File: src/cpd_pkg.sv
`default_nettype none

package cpd_pkg;

    // framing bytes
    localparam logic [7:0] BYTE_LF = 8'h0A;
    localparam logic [7:0] BYTE_CR = 8'h0D;

    // count byte decode
    localparam int unsigned WIDE_BIT = 4;
    localparam logic [3:0] COUNT_ONE = 4'd1;
    localparam logic [3:0] COUNT_TWO = 4'd2;

    // header storage and length range
    localparam int unsigned HEADER_DEPTH = 6;
    localparam int unsigned LENGTH_W = 6;
    localparam logic [LENGTH_W-1:0] LENGTH_MAX = 6'd63;

    typedef logic [7:0] t_byte;
    typedef t_byte t_header [HEADER_DEPTH];

    // input request
    typedef struct packed {
        logic [7:0] rx_byte;
    } t_in;

    // decoded packet header
    typedef struct packed {
        logic [7:0]          target_num;
        logic [7:0]          target_kind;
        logic [7:0]          function_code;
        logic [7:0]          count_byte;
        logic [15:0]         param_one;
        logic [7:0]          param_two;
        logic [LENGTH_W-1:0] packet_length;
        logic                overflow;
    } t_result;

    // result handoff from the framer to the output buffer
    typedef struct packed {
        logic    valid;
        t_result data;
    } t_push;

endpackage

`default_nettype wire

File: src/cpd_if.sv
`default_nettype none

// byte request channel
interface cpd_rx_if;
    logic         valid;
    logic         ready;
    cpd_pkg::t_in payload;

    modport source (output valid, output payload, input ready);
    modport sink (input valid, input payload, output ready);
endinterface

// packet header request channel
interface cpd_pkt_if;
    logic             valid;
    logic             ready;
    cpd_pkg::t_result payload;

    modport source (output valid, output payload, input ready);
    modport sink (input valid, input payload, output ready);
endinterface

`default_nettype wire

File: src/cpd_framer.sv
`default_nettype none

module cpd_framer #(
    parameter int unsigned MAX_PACKET = 32
) (
    input  wire              i_clk,
    input  wire              i_rst_n,
    input  wire              i_accept,
    input  wire logic [7:0]  i_rx_byte,
    output cpd_pkg::t_push   o_push
);

    localparam int unsigned CW = $clog2(MAX_PACKET + 1);
    localparam int unsigned LW = (CW > cpd_pkg::LENGTH_W) ? CW : cpd_pkg::LENGTH_W;
    localparam logic [CW-1:0] COUNT_LIMIT = CW'(MAX_PACKET);

    cpd_pkg::t_header r_hdr;
    cpd_pkg::t_header n_hdr;
    logic [CW-1:0]    r_count;
    logic [CW-1:0]    n_count;
    logic             r_nl;
    logic             r_ovf;
    logic             n_ovf;
    logic [15:0]      r_param_one;
    logic [15:0]      n_param_one;
    logic [7:0]       r_param_two;
    logic [7:0]       n_param_two;

    logic             is_lf;
    logic             is_cr;
    logic             do_store;
    logic             has_room;
    logic             do_close;
    logic [LW-1:0]    len_ext;
    logic [cpd_pkg::LENGTH_W-1:0] len_sat;

    // byte classification
    assign is_lf    = (i_rx_byte == cpd_pkg::BYTE_LF);
    assign is_cr    = (i_rx_byte == cpd_pkg::BYTE_CR);
    assign do_store = is_lf || !r_nl || is_cr;
    assign do_close = !is_lf && r_nl && is_cr;
    assign has_room = (r_count < COUNT_LIMIT);

    // header, count and overflow after storing this byte
    always_comb begin
        n_hdr = r_hdr;
        for (int i = 0; i < cpd_pkg::HEADER_DEPTH; i++) begin
            if (do_store && has_room && (r_count == CW'(i))) begin
                n_hdr[i] = i_rx_byte;
            end
        end
        n_count = r_count + CW'(do_store && has_room);
        n_ovf   = r_ovf || (do_store && !has_room);
    end

    // parameter decode from the count byte
    always_comb begin
        n_param_one = r_param_one;
        n_param_two = r_param_two;
        priority if (n_hdr[3][cpd_pkg::WIDE_BIT]) begin
            n_param_one = {n_hdr[5], n_hdr[4]};
        end else if (n_hdr[3][3:0] == cpd_pkg::COUNT_ONE) begin
            n_param_one = {8'h00, n_hdr[4]};
        end else if (n_hdr[3][3:0] == cpd_pkg::COUNT_TWO) begin
            n_param_one = {8'h00, n_hdr[4]};
            n_param_two = n_hdr[5];
        end else begin
            // other counts keep both held parameters
            n_param_one = r_param_one;
            n_param_two = r_param_two;
        end
    end

    // saturated length
    assign len_ext = LW'(n_count);
    assign len_sat = (len_ext > LW'(cpd_pkg::LENGTH_MAX)) ? cpd_pkg::LENGTH_MAX
                                                          : len_ext[cpd_pkg::LENGTH_W-1:0];

    // result for a closed packet
    always_comb begin
        o_push.valid              = i_accept && do_close;
        o_push.data.target_num    = n_hdr[0];
        o_push.data.target_kind   = n_hdr[1];
        o_push.data.function_code = n_hdr[2];
        o_push.data.count_byte    = n_hdr[3];
        o_push.data.param_one     = n_param_one;
        o_push.data.param_two     = n_param_two;
        o_push.data.packet_length = len_sat;
        o_push.data.overflow      = n_ovf;
    end

    // packet state
    always_ff @(posedge i_clk) begin
        if (!i_rst_n) begin
            for (int i = 0; i < cpd_pkg::HEADER_DEPTH; i++) begin
                r_hdr[i] <= '0;
            end
            r_count     <= '0;
            r_nl        <= 1'b0;
            r_ovf       <= 1'b0;
            r_param_one <= '0;
            r_param_two <= '0;
        end else if (i_accept) begin
            if (do_close) begin
                for (int i = 0; i < cpd_pkg::HEADER_DEPTH; i++) begin
                    r_hdr[i] <= '0;
                end
                r_count     <= '0;
                r_nl        <= 1'b0;
                r_ovf       <= 1'b0;
                r_param_one <= n_param_one;
                r_param_two <= n_param_two;
            end else if (do_store) begin
                r_hdr   <= n_hdr;
                r_count <= n_count;
                r_ovf   <= n_ovf;
                if (is_lf) begin
                    r_nl <= 1'b1;
                end
            end
        end
    end

endmodule

`default_nettype wire

File: src/cpd_out_buf.sv
`default_nettype none

module cpd_out_buf (
    input  wire              i_clk,
    input  wire              i_rst_n,
    input  wire cpd_pkg::t_push i_push,
    output logic             o_space,
    output logic             o_valid,
    input  wire              i_ready,
    output cpd_pkg::t_result o_data
);

    logic             r_main_valid;
    logic             r_skid_valid;
    cpd_pkg::t_result r_main;
    cpd_pkg::t_result r_skid;
    logic             pop;

    assign pop     = r_main_valid && i_ready;
    assign o_space = !r_skid_valid;
    assign o_valid = r_main_valid;
    assign o_data  = r_main;

    // two-entry queue: head register plus skid
    always_ff @(posedge i_clk) begin
        if (!i_rst_n) begin
            r_main_valid <= 1'b0;
            r_skid_valid <= 1'b0;
        end else begin
            priority if (pop && r_skid_valid) begin
                r_main       <= r_skid;
                r_skid_valid <= i_push.valid;
                if (i_push.valid) begin
                    r_skid <= i_push.data;
                end
            end else if (pop) begin
                r_main_valid <= i_push.valid;
                if (i_push.valid) begin
                    r_main <= i_push.data;
                end
            end else if (i_push.valid) begin
                if (!r_main_valid) begin
                    r_main       <= i_push.data;
                    r_main_valid <= 1'b1;
                end else begin
                    r_skid       <= i_push.data;
                    r_skid_valid <= 1'b1;
                end
            end else begin
                // nothing moves, queue holds
            end
        end
    end

endmodule

`default_nettype wire

File: src/command_packet_deframer_unit.sv
`default_nettype none
// a closing carriage return registers its header into the output queue on acceptance
// throughput: one byte per cycle unless the queue is full, from the single-pass framer update
// a two-entry output queue keeps bytes flowing while one header waits
// reset (synchronous, active low) clears the header bytes, count, flags,
// held parameters and the output queue

module command_packet_deframer_unit #(
    parameter int unsigned MAX_PACKET = 32
) (
    input wire         i_clk,
    input wire         i_rst_n,
    cpd_rx_if.sink     i_rx,
    cpd_pkt_if.source  o_pkt
);

    logic           accept;
    logic           space;
    cpd_pkg::t_push push;

    // input handshake
    assign i_rx.ready = space;
    assign accept     = i_rx.valid && space;

    // per-byte framing and header decode
    cpd_framer #(
        .MAX_PACKET (MAX_PACKET)
    ) u_framer (
        .i_clk     (i_clk),
        .i_rst_n   (i_rst_n),
        .i_accept  (accept),
        .i_rx_byte (i_rx.payload.rx_byte),
        .o_push    (push)
    );

    // result queue
    cpd_out_buf u_out_buf (
        .i_clk   (i_clk),
        .i_rst_n (i_rst_n),
        .i_push  (push),
        .o_space (space),
        .o_valid (o_pkt.valid),
        .i_ready (o_pkt.ready),
        .o_data  (o_pkt.payload)
    );

endmodule

`default_nettype wire
File: src/flat_wrapper.sv
// flat-port wrapper written by rule: the top's interface ports become plain ports
module command_packet_deframer_unit_flat 
#(
    parameter int unsigned MAX_PACKET = 32
)
  (i_clk, i_rst_n, i_rx_valid, i_rx_payload, i_rx_ready, o_pkt_valid, o_pkt_payload, o_pkt_ready);
  cpd_rx_if i_rx_i ();
  cpd_pkt_if o_pkt_i ();
  input wire i_clk;
  input wire i_rst_n;
  input wire logic [$bits(i_rx_i.valid)-1:0] i_rx_valid;
  input wire logic [$bits(i_rx_i.payload)-1:0] i_rx_payload;
  output wire logic [$bits(i_rx_i.ready)-1:0] i_rx_ready;
  output wire logic [$bits(o_pkt_i.valid)-1:0] o_pkt_valid;
  output wire logic [$bits(o_pkt_i.payload)-1:0] o_pkt_payload;
  input wire logic [$bits(o_pkt_i.ready)-1:0] o_pkt_ready;
  assign i_rx_i.valid = i_rx_valid;
  assign i_rx_i.payload = i_rx_payload;
  assign i_rx_ready = i_rx_i.ready;
  assign o_pkt_valid = o_pkt_i.valid;
  assign o_pkt_payload = o_pkt_i.payload;
  assign o_pkt_i.ready = o_pkt_ready;
  command_packet_deframer_unit #(.MAX_PACKET(MAX_PACKET)) u_core (.i_clk(i_clk), .i_rst_n(i_rst_n), .i_rx(i_rx_i), .o_pkt(o_pkt_i));
endmodule
File: config.mk
export PLATFORM = sky130hd
export DESIGN_NAME = command_packet_deframer_unit_flat
export DESIGN_NICKNAME = d
export VERILOG_FILES = /design/src/cpd_pkg.sv /design/src/cpd_if.sv /design/src/cpd_framer.sv /design/src/cpd_out_buf.sv /design/src/command_packet_deframer_unit.sv /design/src/flat_wrapper.sv
export SDC_FILE = /design/constraint.sdc
export NUM_CORES = 1
export LEC_CHECK = 0
export BUFFER_PORTS_ARGS = -buffer_cell sky130_fd_sc_hd__buf_2
export CORE_ASPECT_RATIO = 1.2
export CORE_MARGIN = 2
export CORE_UTILIZATION = 35
export CTS_CLUSTER_DIAMETER = 30
export DETAILED_ROUTE_END_ITERATION = 10
export SETUP_SLACK_MARGIN = 0.3
export SYNTH_ARGS = -nofsm -noshare
export SYNTH_HDL_FRONTEND = slang
export SYNTH_HIERARCHICAL = 1
export SYNTH_SLANG_ARGS = --single-unit
export TNS_END_PERCENT = 5
File: constraint.sdc
create_clock -name i_clk -period 7.15 [get_ports i_clk]
set_input_delay 1.0725 -clock i_clk [delete_from_list [all_inputs] [get_ports i_clk]]
set_output_delay 1.0725 -clock i_clk [all_outputs]
set_load 0.05 [all_outputs]
==> impl_metrics.csv <==
group,metric,value,unit
timing,fin_crit_sh,62.1,%
critical_path,critPathBufInv,1,
logic_synthesis,synth-simple-area-share,6.41,%
clocking,clock_latency,0.50,ns
finish,multi_input_area,0.00311,mm²
logic_synthesis,synth_top_family_by_area,"multiplexers",
finish,mostFrequentLayoutCells,"edfxtp_1, mux2_2, dfxtp_1",
finish,nNetsFinal,742,
logic_synthesis,synth_fa_ha_area_share,0.566,%
logic_synthesis,synth_ff_type,"edfxtp_1",
timing,max_slew_margin,22.8,%
clocking,hold_buffers,0,
logic_synthesis,yosysTopAreaCell,"edfxtp_1",
floorplan,coreArea,0.0248,mm²
timing,finalHoldViolations,0,
placed_design,place.port_buffers,76,
logic_synthesis,ys_warn_count,6,
logic_synthesis,synthTopCellsByArea,"edfxtp_1, dfxtp_1, mux2_2",
timing,rsz0062_at_grt,"no",
clocking,h-tree-depth,2,
detailed_routing,avgRoutedWirePerCell,17.8,µm
finish,layout_commonest_cell,"edfxtp_1",
timing,period_minus_slack,4.44,ns
floorplan,die_x,149,µm
critical_path,cp-start-kind,"primary input",
clocking,root_buffer,"clkbuf_16",
critical_path,worstPathCellList,"buf_2 -> or3b_1 -> a211o_1 -> a211oi_2 -> mux2i_1 -> o22ai_1 -> mux2_2",
timing,fin_ws,2.71,ns
timing,fin_setup_tns,0,ns
detailed_routing,viasPerCell,5.12,
floorplan,initial_utilization,35.7,%
critical_path,cp_slowest_cell,"a211oi_2",
finish,fillers,2309,
critical_path,required,7.39,ns
logic_synthesis,yosysSeqAreaShare,61.4,%
logic_synthesis,yosysTopAreaCellShare,42.8,%
critical_path,crit_family,"compound AO/OA/AOI/OAI gates",
finish,final_util,42.8,%
timing,finalSetupViolations,0,
detailed_routing,route.vias.total,5524,
power_and_ir_drop,power.density,282,mW/mm²
critical_path,criticalPathCategory,"primary input to register",
finish,syn_to_final_growth,19.8,%
logic_synthesis,synthArstFlopShare,0,%
floorplan,die-area,0.0265,mm²
detailed_routing,wirelength,19200,µm
logic_synthesis,netlist_area,0.00884,mm²
global_route,grt_overflow_total,0,
logic_synthesis,syn_avg_cell_area,13.6,µm²
logic_synthesis,synth_edf_count,126,
global_route,antenna_found_initial,0,
logic_synthesis,synth_mux_area_share,13.9,%
global_route,grt_max_degree,64,
global_route,first_global_vias,5464,
status,status,"finished clean",
clocking,post_cts_resized,0,
finish,drive_gt1_share,34.3,%
clocking,cts_buffer_depth,3,
detailed_routing,postRouteAntennaNets,0,
timing,timing.fmax,0.225,GHz
critical_path,endpoint_kind,"register",
critical_path,crit_arrival,4.69,ns
clocking,clkTransAtPathRegs,0.05,ns
logic_synthesis,synthDistinctLibCells,64,
power_and_ir_drop,p_leak,3.85,nW
logic_synthesis,ys_ff_latch,208,
floorplan,row_count,63,
placed_design,pre_cts_ws,2.19,ns
hold_path,min_path_type,"register to register",
power_and_ir_drop,ir_drop,0.168,mV
clocking,clock-sinks,208,
critical_path,critPathMaxStageDelay,0.97,ns
clocking,cts_tree,"yes",
job,cap_viol_max_count,0,
detailed_routing,drt-initial-drc-count,392,
finish,antennaDiodeCount,0,
finish,regArea,0.00543,mm²
logic_synthesis,synthCells,651,
timing,fin_skew,0.0169,ns
detailed_routing,first_pass_iters,5,
timing,finalMaxSlewViolations,0,
logic_synthesis,synth_fp_nets,667,
global_route,grt_use_total,14.5,%
placed_design,dpl_cell_area,0.00945,mm²
placed_design,post-dp-hpwl,12200,µm
detailed_routing,route.detailed.drc,0,
clocking,postCtsSetupBuffers,0,
floorplan,ioPinCount,77,
finish,fin_area,0.0106,mm²
floorplan,die_h,178,µm
critical_path,crit_path_max_fanout,18,
timing,worst_pin_slew,1.16,ns
placed_design,gp_congestion,0.821,
clocking,cts_buffers,35,
logic_synthesis,synth-xor-area-share,0.594,%
global_route,grt_pass1_wl,30500,µm
logic_synthesis,synth-compound-area-share,13.6,%
registers in the layout, summed over array words and instances (netlist names):
| register | count |
|---|---|
| u_core/u_out_buf/o_valid | 1 |
| u_core/u_framer/r_hdr | 48 |
| u_core/u_framer/r_param_two | 8 |
| u_core/u_framer/r_param_one | 16 |
| u_core/u_out_buf/r_skid_valid | 1 |
| u_core/u_framer/r_nl | 1 |
| u_core/u_framer/r_ovf | 1 |
| u_core/u_out_buf/r_skid | 63 |
| u_core/u_framer/r_count | 6 |
| u_core/u_out_buf/o_data | 63 |
area by class of cell:
cell class                      count  share of cell area, %
Tap cell                          325                   3.84
Multi-Input combinational cell    380                   29.4
Inverter                           17                  0.603
Clock inverter                     21                   1.80
Sequential cell                   208                   51.2
Timing Repair Buffer               84                   4.16
Clock buffer                       43                   8.95
layer usage:
metal	up-vias	GRT usage, %	routed length (µm)	part of all wire, %
li1	2667	-	-	-
met4	0	4.25	295	1.5
met5	-	0	0	0
met3	24	3.02	774	4.0
met1	2737	19.3	9070	47
met2	96	23.8	9040	47
worst reg2reg max path, stage by stage (launching register included):
cell     delay (ns)
dfxtp_1        0.37
inv_1          0.09
and2_1         0.23
inv_1          0.11
or4_4          0.55
nor3_2         0.38
nand2_1        0.19
nor2_4         0.78
buf_4          0.59
cell families (layout without fill, tap and decap cells):
group | count (synthesis) | count (layout)
adders and majority gates | 4 | 4
and+or+nand+nor | 99 | 99
buffers and inverters | 63 | 165
xor gates and xnor gates | 6 | 6
muxes | 109 | 109
DFF | 208 | 208
AOI/OAI and AO/OA | 162 | 162
stage by stage:
| step | hold WS [ns] | power [mW] | std cells |
|---|---|---|---|
| detailed placement | 0.452 | 1.42 | 1014 |
| floorplan | 0.438 | 1.39 | 651 |
| global route | 0.488 | 3.09 | 1078 |
| CTS | 0.464 | 3.03 | 1078 |
| finish | 0.458 | 2.99 | 1078 |
| global placement | 0.445 | 1.42 | 1014 |
final timing paths:
| path | slack (ns) | from | cells after the start | endpoint |
|---|---|---|---|---|
| setup reg to reg | 3.50 | u_core/u_out_buf/r_skid_valid | 8 | u_core/u_out_buf/r_skid[15] |
| setup / recovery | 2.71 | i_rx_payload[1] | 7 | u_core/u_out_buf/o_data[24] |
| hold reg to reg | 0.46 | u_core/u_framer/r_hdr[21] | 1 | u_core/u_framer/r_hdr[21] |
| hold / removal | 0.46 | u_core/u_framer/r_hdr[21] | 1 | u_core/u_framer/r_hdr[21] |
power breakdown:
group / internal, mW / switching, mW
clock network: 1.02 / 0.566
logic: 0.0457 / 0.0702
registers: 1.28 / 0.00648
synth_stat cells (all sizes together), types with 3 or more instances:
library cell    n
ha              4
clkbuf         35
o31ai           9
nand3b          3
buf            11
nand3          26
nor2           31
mux2           94
a311oi          3
a21oi          38
edfxtp        126
and3            3
a22o           16
xor2            3
and2            4
nand2           8
dfxtp          82
inv            17
nor2b           6
a22oi          13
nor3            5
a31oi           8
o21ai          26
a32o           23
mux2i          15
a211oi          3
xnor2           3
o22ai           9
Note: power is estimated with default switching activity, not from simulation.
